### src/design/tspc_pkg.sv
// Package for the timed shutter position control block.
// Holds motion codes, input kinds, sequencer states and Q16 constants.
// No dependencies.
`timescale 1ns / 1ps
`default_nettype none

package tspc_pkg;

    // Motion state codes as reported on motion_state
    typedef enum logic [2:0] {
        ST_OPEN    = 3'd0,
        ST_CLOSED  = 3'd1,
        ST_OPENING = 3'd2,
        ST_CLOSING = 3'd3,
        ST_MIDWAY  = 3'd4
    } motion_t;

    // Input item kinds
    localparam logic [1:0] KIND_TICK = 2'd0;
    localparam logic [1:0] KIND_MOVE = 2'd1;
    localparam logic [1:0] KIND_STOP = 2'd2;

    // Configuration register indexes
    localparam logic CFG_OPEN_TRAVEL  = 1'b0;
    localparam logic CFG_CLOSE_TRAVEL = 1'b1;

    // Sequencer states
    typedef enum logic [1:0] {
        C_IDLE,
        C_DIV,
        C_APPLY,
        C_DONE
    } ctrl_t;

    localparam int POS_W     = 17;
    localparam int TRAVEL_W  = 20;
    localparam int QUOT_W    = 32;
    localparam int CNT_W     = 5;
    localparam int WIDE_W    = 34;

    localparam logic [POS_W-1:0]    Q16_ONE        = 17'h10000;
    localparam logic [TRAVEL_W-1:0] TRAVEL_DEFAULT = 20'd10000;
    localparam logic [CNT_W-1:0]    LAST_STEP      = 5'd31;

    // Result of settling a position
    typedef struct packed {
        logic [POS_W-1:0] pos;
        motion_t          motion;
    } settle_t;

endpackage

`default_nettype wire

### src/design/timed_shutter_position_control.sv
// Sequence: move, stop and idle ticks go from the accepted beat straight to the done
// state, where the result is loaded into the output register. A tick while moving
// first runs the bit-serial restoring divider, then the add step, then the output load.
// A new beat is accepted only in the idle state, once the previous result has been
// loaded; that load waits while the output register is full and not taken. A finished
// result waits in the output register while the next beat is accepted.
// Reset: asynchronous, active low; position and target 0, state open, travel 10000 ms.
`timescale 1ns / 1ps
`default_nettype none

module timed_shutter_position_control
    import tspc_pkg::*;
(
    input  wire logic                clk,
    input  wire logic                rst_n,

    input  wire logic                cfg_valid,
    output logic                     cfg_ready,
    input  wire logic                cfg_index,
    input  wire logic [TRAVEL_W-1:0] cfg_data,

    input  wire logic                in_valid,
    output logic                     in_ready,
    input  wire logic [1:0]          kind,
    input  wire logic [15:0]         elapsed_ms,
    input  wire logic [POS_W-1:0]    target_position,

    output logic                     out_valid,
    input  wire logic                out_ready,
    output logic [POS_W-1:0]         position,
    output logic [POS_W-1:0]         target_now,
    output logic [2:0]               motion_state,
    output logic                     drive_open,
    output logic                     drive_close
);

    ctrl_t                ctrl_reg, ctrl_next;
    logic [POS_W-1:0]     pos_reg, pos_next;
    logic [POS_W-1:0]     tgt_reg, tgt_next;
    motion_t              motion_reg, motion_next;
    logic [TRAVEL_W-1:0]  open_travel_reg, close_travel_reg;
    logic [TRAVEL_W-1:0]  divisor_reg, divisor_next;
    logic [QUOT_W-1:0]    div_reg, div_next;
    logic [TRAVEL_W-1:0]  rem_reg, rem_next;
    logic [CNT_W-1:0]     count_reg, count_next;

    logic                 out_valid_reg, out_valid_next;
    logic [POS_W-1:0]     position_reg, target_now_reg;
    motion_t              motion_out_reg;

    logic                 in_fire, out_free, out_load;
    logic [TRAVEL_W:0]    trial, trial_diff;
    logic                 trial_ge;
    logic [WIDE_W-1:0]    open_sum, close_diff, tgt_wide;
    logic [POS_W-1:0]     tgt_sat;
    settle_t              settle_stop, settle_open, settle_close;

    // Clamp to closed or open, else mark midway
    function automatic settle_t settle_fn(input logic [WIDE_W-1:0] v);
        settle_t r;
        if (v[WIDE_W-1] || v == '0)
        begin
            r.pos    = '0;
            r.motion = ST_CLOSED;
        end
        else if (v >= {{(WIDE_W-POS_W){1'b0}}, Q16_ONE})
        begin
            r.pos    = Q16_ONE;
            r.motion = ST_OPEN;
        end
        else
        begin
            r.pos    = v[POS_W-1:0];
            r.motion = ST_MIDWAY;
        end
        return r;
    endfunction

    assign cfg_ready = 1'b1;
    assign in_ready  = (ctrl_reg == C_IDLE);
    assign in_fire   = in_valid && in_ready;
    assign out_free  = !out_valid_reg || out_ready;
    assign out_load  = (ctrl_reg == C_DONE) && out_free;

    // One restoring division step
    assign trial      = {rem_reg, div_reg[QUOT_W-1]};
    assign trial_diff = trial - {1'b0, divisor_reg};
    assign trial_ge   = (trial >= {1'b0, divisor_reg});

    // Position update at the end of a moving tick
    assign tgt_wide     = {{(WIDE_W-POS_W){1'b0}}, tgt_reg};
    assign open_sum     = {{(WIDE_W-POS_W){1'b0}}, pos_reg} + {2'b00, div_reg};
    assign close_diff   = {{(WIDE_W-POS_W){1'b0}}, pos_reg} - {2'b00, div_reg};
    assign settle_stop  = settle_fn({{(WIDE_W-POS_W){1'b0}}, pos_reg});
    assign settle_open  = settle_fn(open_sum);
    assign settle_close = settle_fn(close_diff);
    assign tgt_sat      = (target_position > Q16_ONE) ? Q16_ONE : target_position;

    // Sequencer next state
    always_comb
    begin
        ctrl_next = ctrl_reg;
        case (ctrl_reg)
            C_IDLE:
            begin
                if (in_fire)
                begin
                    if (kind == KIND_TICK
                        && (motion_reg == ST_OPENING || motion_reg == ST_CLOSING))
                        ctrl_next = C_DIV;
                    else
                        ctrl_next = C_DONE;
                end
            end
            C_DIV:
            begin
                if (count_reg == LAST_STEP)
                    ctrl_next = C_APPLY;
            end
            C_APPLY:
            begin
                ctrl_next = C_DONE;
            end
            C_DONE:
            begin
                if (out_free)
                    ctrl_next = C_IDLE;
            end
            default:
            begin
                ctrl_next = C_IDLE;
            end
        endcase
    end

    // Datapath next values
    always_comb
    begin
        pos_next     = pos_reg;
        tgt_next     = tgt_reg;
        motion_next  = motion_reg;
        divisor_next = divisor_reg;
        div_next     = div_reg;
        rem_next     = rem_reg;
        count_next   = count_reg;
        case (ctrl_reg)
            C_IDLE:
            begin
                if (in_fire)
                begin
                    case (kind)
                        KIND_TICK:
                        begin
                            // Load the divider with elapsed * 65536 over the travel time
                            if (motion_reg == ST_OPENING)
                                divisor_next = (open_travel_reg == '0) ?
                                    TRAVEL_W'(1) : open_travel_reg;
                            else
                                divisor_next = (close_travel_reg == '0) ?
                                    TRAVEL_W'(1) : close_travel_reg;
                            div_next   = {elapsed_ms, 16'h0000};
                            rem_next   = '0;
                            count_next = '0;
                        end
                        KIND_MOVE:
                        begin
                            tgt_next = tgt_sat;
                            if (tgt_sat > pos_reg)
                                motion_next = ST_OPENING;
                            else if (tgt_sat < pos_reg)
                                motion_next = ST_CLOSING;
                        end
                        KIND_STOP:
                        begin
                            pos_next    = settle_stop.pos;
                            motion_next = settle_stop.motion;
                            tgt_next    = settle_stop.pos;
                        end
                        default:
                        begin
                            // Unused kind: hold everything
                        end
                    endcase
                end
            end
            C_DIV:
            begin
                // Shift in one quotient bit per cycle
                rem_next   = trial_ge ? trial_diff[TRAVEL_W-1:0] : trial[TRAVEL_W-1:0];
                div_next   = {div_reg[QUOT_W-2:0], trial_ge};
                count_next = count_reg + CNT_W'(1);
            end
            C_APPLY:
            begin
                if (motion_reg == ST_OPENING)
                begin
                    if (open_sum >= tgt_wide)
                    begin
                        pos_next    = settle_open.pos;
                        motion_next = settle_open.motion;
                    end
                    else
                        pos_next = open_sum[POS_W-1:0];
                end
                else
                begin
                    if (close_diff[WIDE_W-1] || close_diff <= tgt_wide)
                    begin
                        pos_next    = settle_close.pos;
                        motion_next = settle_close.motion;
                    end
                    else
                        pos_next = close_diff[POS_W-1:0];
                end
            end
            default:
            begin
                // Hold while the result waits for the output register
            end
        endcase
    end

    // Output valid flag
    always_comb
    begin
        out_valid_next = out_valid_reg;
        if (out_valid_reg && out_ready)
            out_valid_next = 1'b0;
        if (out_load)
            out_valid_next = 1'b1;
    end

    // Control and state registers
    always_ff @(posedge clk or negedge rst_n)
    begin
        if (!rst_n)
        begin
            ctrl_reg         <= C_IDLE;
            pos_reg          <= '0;
            tgt_reg          <= '0;
            motion_reg       <= ST_OPEN;
            open_travel_reg  <= TRAVEL_DEFAULT;
            close_travel_reg <= TRAVEL_DEFAULT;
            count_reg        <= '0;
            out_valid_reg    <= 1'b0;
        end
        else
        begin
            ctrl_reg      <= ctrl_next;
            pos_reg       <= pos_next;
            tgt_reg       <= tgt_next;
            motion_reg    <= motion_next;
            count_reg     <= count_next;
            out_valid_reg <= out_valid_next;
            // Take configuration writes
            if (cfg_valid && cfg_ready)
            begin
                if (cfg_index == CFG_OPEN_TRAVEL)
                    open_travel_reg <= cfg_data;
                else if (cfg_index == CFG_CLOSE_TRAVEL)
                    close_travel_reg <= cfg_data;
            end
        end
    end

    // Divider and result payload registers
    always_ff @(posedge clk)
    begin
        divisor_reg <= divisor_next;
        div_reg     <= div_next;
        rem_reg     <= rem_next;
        if (out_load)
        begin
            position_reg   <= pos_reg;
            target_now_reg <= tgt_reg;
            motion_out_reg <= motion_reg;
        end
    end

    assign out_valid    = out_valid_reg;
    assign position     = position_reg;
    assign target_now   = target_now_reg;
    assign motion_state = motion_out_reg;
    assign drive_open   = (motion_out_reg == ST_OPENING);
    assign drive_close  = (motion_out_reg == ST_CLOSING);

endmodule

`default_nettype wire
### config.mk
export PLATFORM = sky130hd
export DESIGN_NAME = timed_shutter_position_control
export DESIGN_NICKNAME = d
export VERILOG_FILES = /design/src/design/tspc_pkg.sv /design/src/design/timed_shutter_position_control.sv
export SDC_FILE = /design/constraint.sdc
export NUM_CORES = 1
export LEC_CHECK = 0
export ABC_AREA = 1
export CAP_MARGIN = 20
export CORE_MARGIN = 3
export CORE_UTILIZATION = 59
export DETAILED_ROUTE_END_ITERATION = 8
export DONT_BUFFER_PORTS = 1
export PLACE_DENSITY = 0.74
export SLEW_MARGIN = 20
export SYNTH_ARGS = -nofsm -noshare
export SYNTH_HDL_FRONTEND = slang
export SYNTH_SLANG_ARGS = --single-unit
### constraint.sdc
create_clock -name clk -period 4.6 [get_ports clk]
set_input_delay 0.46 -clock clk [delete_from_list [all_inputs] [get_ports clk]]
set_output_delay 0.46 -clock clk [all_outputs]
set_load 0.005 [all_outputs]
* After elaboration in Yosys (flattened, before gate mapping)
Cells that the tools add are included.
** Word-level totals
- Word-level logic and storage cells :: 118
- Output and inout bits :: 42
- Flip-flop bits (word level) :: 194
- Input port bits :: 61
** Cells by class
- Magnitude comparators :: 9
- Reductions and logical operators :: 29
- Add/subtract/negate cells :: 4
- Bitwise operators :: 1
- Mux-type cells :: 42
- Eq/ne operators :: 19
** Operators by type and width (count)
- $mux 20 :: 12
- $mux 17 :: 6
- $logic_not 34->1 :: 2
- $pmux 17 s2 :: 2
- $mux 32 :: 2
- $pmux 32 s2 :: 1
- $logic_not 20->1 :: 2
- $pmux 20 s2 :: 1
- $ge 34x17->1 const B :: 1
- $le 34x17->1 :: 1
- $add 17x32->33 :: 1
- $ge 33x17->1 :: 1
- $ge 33x17->1 const B :: 1
- $sub 17x32->33 :: 1
- $ge 21x20->1 :: 1
- $sub 20x20->20 :: 1
- $mux 3 :: 6
- $ge 17x17->1 const B :: 1
- $gt 17x17->1 :: 1
- $gt 17x17->1 const B :: 1
- $logic_not 17->1 :: 1
- $lt 17x17->1 :: 1
- $reduce_and 3->1 :: 5
- $eq 3x2->1 const B :: 4
- 24 further kinds :: 48

* Logic depth before layout (Yosys ltp)
Gate-level depths: netlist of run 1.
- Depth in word-level cells :: 8
- Gate-level depth with buffers :: 32
- Depth with buffers taken out :: 31

* Least setup slack after synthesis of run 1
Ideal clock, no wire load.
- Path type :: register to register
- Start :: register ctrl_reg[1]
- End :: register count_reg[3]
- Data required time :: 4.468 ns
- Data arrival time :: 4.159 ns
- Buffers on the path :: 1
- Clock period less this slack :: 4.291 ns
- Slack :: 0.309 ns
- Setup time :: 0.132 ns
- Stages on the path, launching flop included :: 9
- Path through :: dfrtp_1 inv_1 ha_1 clkbuf_1 clkinv_1 o21ai_1 nand4_1 o22ai_1 a21oi_1
** Between the ends
- Cells in the longest elaborated chain, start to end :: 4
- Elaborated cells on any way between the ends :: 8
- Those cells by class :: 3 x eq/ne; 1 x mux; 4 x reduce/logical
** Ends and longest elaborated chain
- from (decl) :: line timed_shutter_position_control.sv:37 : ctrl_t ctrl_reg, ctrl_next;
- from (signal assigned) :: line timed_shutter_position_control.sv:249 : ctrl_reg <= ctrl_next;
- $logic_not 2->1 :: line timed_shutter_position_control.sv:80, timed_shutter_position_control.sv:146
- $logic_and 1x1->1 :: line timed_shutter_position_control.sv:81 : assign in_fire = in_valid && in_ready;
- $ne 2x1->1 (no source line)
- $reduce_and 3->1 (no source line)
- to (signal assigned) :: line timed_shutter_position_control.sv:253 : count_reg <= count_next;
- to (decl) :: line timed_shutter_position_control.sv:45 : logic [CNT_W-1:0] count_reg, count_next;
Parallel ways exist; a longest one is shown, timed or not.
A chain may end at the register's enable or synchronous reset.

* Worst setup path after layout of run 1
- Start :: register pos_reg[0]
- End :: register pos_reg[9]
** Between the ends
- Cells in the longest elaborated chain, start to end :: 7
- Elaborated cells on any way between the ends :: 25
- Those cells by class :: 2 x add/sub; 5 x order compare; 12 x mux; 6 x reduce/logical
** Ends and longest elaborated chain
- from (decl) :: line timed_shutter_position_control.sv:38 : logic [POS_W-1:0] pos_reg, pos_next;
- from (signal assigned) :: line timed_shutter_position_control.sv:250 : pos_reg <= pos_next;
- $sub 17x32->33 / $add 17x32->33 (equally long branches) :: line timed_shutter_position_control.sv:93, timed_shutter_position_control.sv:92
- $ge 34x17->1 (tied with other cells) :: line timed_shutter_position_control.sv:66 : else if (v >= {{(WIDE_W-POS_W){1'b0}}, Q16_ONE})
- $mux 20 / $logic_or 1x1->1 (equally long branches) :: line timed_shutter_position_control.sv:66, timed_shutter_position_control.sv:61
- $mux 20 :: line timed_shutter_position_control.sv:61 : if (v[WIDE_W-1] || v == '0)
- $mux 17 (on tied branches) :: line timed_shutter_position_control.sv:207, timed_shutter_position_control.sv:197
- $mux 17 :: line timed_shutter_position_control.sv:195 : if (motion_reg == ST_OPENING)
- $pmux 17 s2 * :: line timed_shutter_position_control.sv:146 : case (ctrl_reg)
Every way passes the cells marked *; elsewhere a longest branch is shown, timed or not. The select of a mux whose other input is x is not followed.

==> results of run 1 <==
==> through the flow <==
stage / setup slack [ns] / cell area [sq um] / power, mW
global placement: -0.0122 / 15400 / 10.3
floorplan: 0.309 / 15100 / 8.22
global route: 0.0714 / 16100 / 13.4
detailed placement: -0.0420 / 15400 / 10.4
CTS: 0.0930 / 16100 / 12.1
finish: 0.279 / 16100 / 12.4
==> cells by family (layout without fill, tap and decap cells) <==
group | after synthesis | in the layout | synth area share (%)
and+or+nand+nor | 1144 | 1144 | 31.5
buffers and inverters | 445 | 442 | 11.4
AOI/OAI and AO/OA | 252 | 252 | 9.44
DFF | 194 | 194 | 35.9
adders and majority gates | 117 | 117 | 9.85
xor gates and xnor gates | 33 | 33 | 1.92
other | 1 | 2 | 0.0249
==> how the worst max path moves through the flow <==
stage              endpoint  slack [ns]  cells past startpoint
2_1_floorplan  count_reg[3]        0.31                      8
3_3_place_gp     pos_reg[9]       -0.01                     27
3_5_place_dp     pos_reg[9]       -0.04                     28
4_1_cts          pos_reg[9]        0.09                     28
5_1_grt          pos_reg[9]        0.07                     29
6_report         pos_reg[9]        0.28                     29
==> critical path: cells and delay by family (launching register included) <==
kind / cells / cell delay [ns]
xor gates and xnor gates: 1 / 0.30
adders and majority gates: 3 / 0.99
buffers and inverters: 3 / 0.40
DFF: 1 / 0.43
and+or+nand+nor: 22 / 2.08
==> power by group <==
group	internal [mW]	switching, mW
Clock	0.758	0.835
Sequential	2.65	0.531
Combinational	2.33	5.26
Total	5.73	6.63
==> cell usage in the layout, fill, tap and decap left out, types with 7 or more instances in the layout <==
cell type and n:
nand2_1 719, inv_1 377, nor2_1 184, nand3_1 121
o21ai_0 117, ha_1 114, edfxtp_1 109, dfrtp_1 73
a21oi_1 71, nand4_1 40, xor2_1 22, o211ai_1 19
nor3_1 18, buf_4 18, clkbuf_16 17, nor4_1 15
nor2_2 14, nand2_2 10, xnor2_1 10, dfstp_2 10
inv_2 7, o21bai_1 7
==> layout make-up <==
class / instances / area, sq um
Clock inverter: 15 / 198
Fill cell: 2252 / 8610
Inverter: 387 / 1450
Antenna cell: 1 / 2.50
Multi-Input combinational cell: 1547 / 8010
Timing Repair Buffer: 23 / 228
Clock buffer: 17 / 425
Tap cell: 324 / 405
Sequential cell: 194 / 5420
==> metal layers <==
metal	wire length [um]	up-vias
li1	-	6915
met1	20600	6542
met2	20600	658
met3	4030	112
met4	2000	0
met5	0	-
==> what timing repair did <==
item                       CTS  global route
pin swaps                    0             1
gates resized for setup      1             6
setup endpoints to repair   15            19
hold endpoints to repair    85             0
hold buffers                 2             0
==> impl_results.md, run 1 <==
* Status: finished, final reports clean
* Final setup viols at 0
* Hold Startpoint: cfg_data[13]
* MaxCap Viol Count at 0
* Routed Antenna Nets at 0
* Sequential share of the synthesized area at a little over a third
* Gr usage total at 33.8%
* CTS clk-pin slew, worst paths at 0.09 ns
* IO Pins at between 100 and 150
* # port buffers at 0
* GR Layer Usage met1 at 47.5%
* Synth Area per Inst at 6.90 sq um
* Clk root buf: clkbuf_16
* Critical path arrival at roughly 4.7 ns
* WP data required at 4.94 ns
* Cells after synthesis at 2186
* Setup crit end kind: register
* Final hold violation count at 0
* Most numerous cell on the critical path: nand2_1
* # Post-CTS Setup Buffers at 0
* Setup total negative slack at 0 ns
* Rows at 57
* Total wire length at 47300 um
* Post-synth EDFFs at 109
* Met3 Resource Use GR at slightly above 6%
* TritonCTS clock tree: done
* Non-filler cells, final at around 2500
* FF+latch count, synth at 194
* Core Util, Final at between 60% and 70%
* Worst setup SP type: register
* Worst Setup SP: pos_reg[0]
* Drt first-iter violations at 1525
* Vias at 14227
* Starting density of the core at between 60 and 70%
* Hold Path Class: in2reg
* Number of remaining DRC errors at 0
* Avg WL per Cell at 18.8 um
* CTS buffer count at 17
* Initial antenna violation count at 1
* Placed insts at between 2000 and 2500
* Worst hold margin at 0.128 ns
* Global-route wire length before repair at around 74000 um
* Synthesized area at about 15000 sq um
* Die area at 27500 sq um
* Skew-Pair Late Insertion Delay at 0.45 ns
* Vias in the first global route at 13513
* Most frequent cell after synthesis: nand2_1
* Max frequency at 231 MHz
* Met2 Usage GRT at 52.1%
* Crit Path Category: reg2reg
* Syn_nets at 2364
* 1st-pass router iterations at 6
* P&R area growth vs syn at 6.95%
* Synth top cells by count: nand2_1, inv_1, nor2_1, nand3_1, o21ai_0
* GRT overflow at 0
* Crit-path max FO at 16
* Worst Tran Pin Value at 0.998 ns
* WHS Path Cells at 2
* Vias per cell at 5.67
* DP HPWL at 37300 um
* Pleak at 8.33 nW
* Slew headroom at 33.4%
* CORE AREA at between 20000 and 25000 sq um
* CTS sink cnt at 194
* Layout cells sized above 1 at under 10%
* PD cells at 766 nW/um^2
* Die Wd at 166 um
* Leading area contributor after synthesis: edfxtp_1
* CTS max path bufs at 2
* Largest cells by area after synthesis: edfxtp_1, nand2_1, dfrtp_1
* Ys flop type: edfxtp_1
* Tmin final at 4.32 ns
* Period utilization at between 90% and 100%
* Routability congestion estimate at slightly above 1
* H-tree Lvls at 4
* Synth cell types at 58
* Worst vdd ir at roughly 0.5 mV
* R2R depth at 29
* Internal reg-to-reg setup slack at 0.28 ns
* Critical path's slowest cell: fa_1
* RSZ-0062 raised after global routing: no
* Fin nets at 2348
* Post-synth top area share at 21.7%
* Max-slew violations at 0
* Clock Skew at 0.0155 ns
* GRT Max-Usage Layer: met2
* Worst R2R Start: pos_reg[0]
* Die height at roughly 170 um
* Yosys Warn Count at 0
* Max stage delay on crit path at between 0.4 and 0.5 ns
* Largest net degree at the start of global routing at 86
* Reg2Reg Capture Point: pos_reg[9]
* Asr flop ratio synth at 43.8%
* Min-Delay Endpoint: close_travel_reg[13]
* Largest register FFs at 32
Note: power is estimated with default switching activity, not from simulation.
==> inputs of run 2 (changes only) <==
ABC_AREA = 0   (was 1)
==> impl_results.md, run 2 <==
* GRT overflow at 0 (unchanged)
* MaxCap Viol Count at 0 (unchanged)
* Worst R2R Start: pos_reg[1] (was pos_reg[0])
* Die area at 24900 sq um (was 27500 sq um)
* Starting density of the core at 61.2% (was 61.0%)
* Asr flop ratio synth at 43.8% (unchanged)
* Reg2Reg Capture Point: motion_reg[2] (was pos_reg[9])
* Worst hold margin at 0.159 ns (was 0.128 ns)
* Synth Area per Inst at 9.34 sq um (was 6.90 sq um)
* Synthesized area at 13600 sq um (was 15100 sq um)
* Clk root buf: clkbuf_16 (unchanged)
* Synth Area in Simple Gates at 18.7% (was 31.5%)
* 1st-pass router iterations at 5 (was 6)
* Clock Skew at 0.0164 ns (was 0.0155 ns)
* CTS clk-pin slew, worst paths at 0.08 ns (was 0.09 ns)
* Final setup viols at 2 (was 0)
* Slew headroom at 24.7% (was 33.4%)
* Critical path arrival at 4.97 ns (was 4.66 ns)
* IO Pins at 103 (unchanged)
* Post-synth top area share at 24.1% (was 21.7%)
* Most common library cell in the layout ignoring fill and taps: nand2_1 (unchanged)
* Tmin final at 4.64 ns (was 4.32 ns)
* Rows at 54 (was 57)
* Crit-path max FO at 4 (was 16)
* Pleak at 6.50 nW (was 8.33 nW)
* # port buffers at 0 (unchanged)
* Ys flop type: edfxtp_1 (unchanged)
* Yosys Warn Count at 0 (unchanged)
* Vias per cell at 6.38 (was 5.67)
* Syn_nets at 1634 (was 2364)
* Hold Startpoint: cfg_data[15] (was cfg_data[13])
* Diodes inserted at 0 (was 1)
* Final hold violation count at 0 (unchanged)
* Global-route wire length before repair at 58500 um (was 73700 um)
* DP HPWL at 27500 um (was 37300 um)
* Fin nets at 1683 (was 2348)
* Vias at 11470 (was 14227)
* Vias in the first global route at 10898 (was 13513)
* Max frequency at 216 MHz (was 231 MHz)
* Routability congestion estimate at 0.949 (was 1.02)
* Placed insts at 1750 (was 2471)
* Total wire length at 37000 um (was 47300 um)
* Most frequent cells in the layout: nand2_1, inv_1, nor2_1, edfxtp_1, ha_1 (was nand2_1, inv_1, nor2_1, nand3_1, o21ai_0)
* Multiplexer share of the synthesized area at 5.77% (was 0%)
* Die height at 158 um (was 166 um)
* Setup total negative slack at -0.0389 ns (was 0 ns)
* CTS max path bufs at 2 (unchanged)
* Largest family of logic cells by synthesized area: simple AND/OR/NAND/NOR gates (unchanged)
* Post-route worst setup slack at -0.0375 ns (was 0.279 ns)
* PD cells at 589 nW/um^2 (was 766 nW/um^2)
* Worst setup SP type: register (unchanged)
* Gr usage total at 29.7% (was 33.8%)
* Cells after synthesis at 1456 (was 2186)
* GRT Max-Usage Layer: met1 (was met2)
* Adder-Cell Fraction of Synth Area at 10.9% (was 9.85%)
* Sequential share of the synthesized area at 39.8% (was 35.9%)
* Drt first-iter violations at 954 (was 1525)
* Number of remaining DRC errors at 0 (unchanged)
* Skew-Pair Late Insertion Delay at 0.44 ns (was 0.45 ns)
* FF+latch count, synth at 194 (unchanged)
* Met3 Resource Use GR at 5.82% (was 6.05%)
* Most frequent cell after synthesis: inv_1 (was nand2_1)
* CORE AREA at 22200 sq um (was 24700 sq um)
* RSZ-0062 raised after global routing: yes (was no)
* Synth cell types at 85 (was 58)
* Max stage delay on crit path at 0.42 ns (was 0.44 ns)
* TritonCTS clock tree: done (unchanged)
* WP data required at 4.93 ns (was 4.94 ns)
* Avg WL per Cell at 20.6 um (was 18.8 um)
* Total Power Consumption at 8.97 mW (was 12.4 mW)
* Worst Tran Pin Value at 1.13 ns (was 0.998 ns)
* Hold Path Class: in2reg (unchanged)
* Max-slew violations at 0 (unchanged)
* Period utilization at 101% (was 93.9%)
* Crit Path Category: reg2reg (unchanged)
* Layout cells sized above 1 at 16.7% (was 5.31%)
* Largest cells by area after synthesis: edfxtp_1, dfrtp_1, ha_1 (was edfxtp_1, nand2_1, dfrtp_1)
* R2R depth at 18 (was 29)
* Xor/xnor share of the synthesized area at 2.70% (was 1.92%)
* Internal reg-to-reg setup slack at -0.04 ns (was 0.28 ns)
* Worst path cell trace: buf_6 -> clkinvlp_4 -> fa_2 -> nor2b_4 -> o31a_1 -> o41ai_4 -> a21oi_1 -> buf_4 -> a221o_1 -> nor2_1 -> ha_1 -> nand4_1 -> nor4_1 -> a21oi_2 -> or2_4 -> or3_4 -> a211oi_4 -> mux2_4
* Critical path's slowest cell: o41ai_4 (was fa_1)
* Compound-cell area share of the yosys netlist at 16.1% (was 9.44%)
* Place WS at -0.0482 ns (was -0.0420 ns)
* GR Layer Usage met1 at 45.1% (was 47.5%)
* Worst vdd ir at 0.355 mV (was 0.506 mV)
* Min-Delay Endpoint: close_travel_reg[15] (was close_travel_reg[13])
* P&R area growth vs syn at 12.0% (was 6.95%)
* Met2 Usage GRT at 44.2% (was 52.1%)
* Failing checks: negative setup slack
* CTS buffer count at 17 (unchanged)
* Die Wd at 158 um (was 166 um)
* Status: complete, but fails checks (was finished, final reports clean)
* Synth top cells by count: inv_1, nand2_1, ha_1, edfxtp_1, nor2_1 (was nand2_1, inv_1, nor2_1, nand3_1, o21ai_0)
* Largest net degree at the start of global routing at 86 (unchanged)
* Leading area contributor after synthesis: edfxtp_1 (unchanged)
* Setup crit end kind: register (unchanged)
* Initial antenna violation count at 0 (was 1)
* CTS sink cnt at 194 (unchanged)
* Non-filler cells, final at 1798 (was 2508)
* H-tree Lvls at 4 (unchanged)
* Post-synth EDFFs at 109 (unchanged)
* Largest register FFs at 32 (unchanged)
* WHS Path Cells at 1 (was 2)
* Routed Antenna Nets at 0 (unchanged)
-- run 2: worst max path at each step --
stage | startpoint | endpoint | cells after the start
3_3_place_gp | pos_reg[1] | motion_reg[2] | 20
6_report | pos_reg[1] | motion_reg[2] | 18
3_5_place_dp | pos_reg[1] | motion_reg[2] | 20
2_1_floorplan | pos_reg[7] | motion_reg[2] | 20
4_1_cts | div_reg[1] | motion_reg[2] | 21
5_1_grt | pos_reg[1] | motion_reg[0] | 20
-- run 2: power by group --
| part | total [mW] | leakage [nW] | internal (mW) | switching, mW |
|---|---|---|---|---|
| clock network | 1.54 | 0.293 | 0.780 | 0.759 |
| logic | 4.49 | 4.16 | 1.77 | 2.72 |
| registers | 2.94 | 2.05 | 2.55 | 0.397 |
-- run 2: critical path: cells and delay by family, from the launching register on --
family	cells	cell delay, ns
buf+inv	3	0.38
compound gates	6	1.57
flops	1	0.40
fa+ha+maj	2	0.45
mux	1	0.32
simple gates	6	1.37
-- run 2: stage by stage --
step                utilization [%]  cell area [sq um]
finish                         68.6              15200
global route                   68.6              15200
detailed placement             64.4              14300
global placement               64.4              14300
CTS                            67.6              15000
floorplan                         -              13600
-- run 2: repair_timing --
item                                    in CTS  in global routing
buffers inserted                             4                  9
endpoints found under the setup margin       3                 19
hold endpoints to repair                    85                  0
gates resized for setup                     12                 29
hold buffers                                 2                  0
pin swaps                                   11                 16
cloned                                       0                  1
-- run 2: kinds of logic (layout without fill, tap and decap cells) --
| group | Yosys count | in the layout |
|---|---|---|
| other | 1 | 1 |
| AND/OR/NAND/NOR | 505 | 505 |
| multiplexers | 71 | 71 |
| XOR/XNOR | 42 | 42 |
| adder cells (fa/ha/maj) | 117 | 117 |
| buffers and inverters | 213 | 275 |
| flip-flops | 194 | 194 |
| AO/OA/AOI/OAI | 313 | 313 |
-- run 2: final cells by class --
cell class,count,area (sq um)
clock buffers,18,429
fillers,1742,6990
inverters,145,548
flip-flops and latches,194,5410
clock inverters,14,170
well taps,280,350
repair buffers,98,778
multi-input cells,1049,7550
-- run 2: routing by layer --
metal | share of wire [%] | wire (um)
met2 | 44 | 16200
met1 | 46 | 17000
met5 | 0 | 0
met4 | 1.4 | 523
met3 | 8.8 | 3240
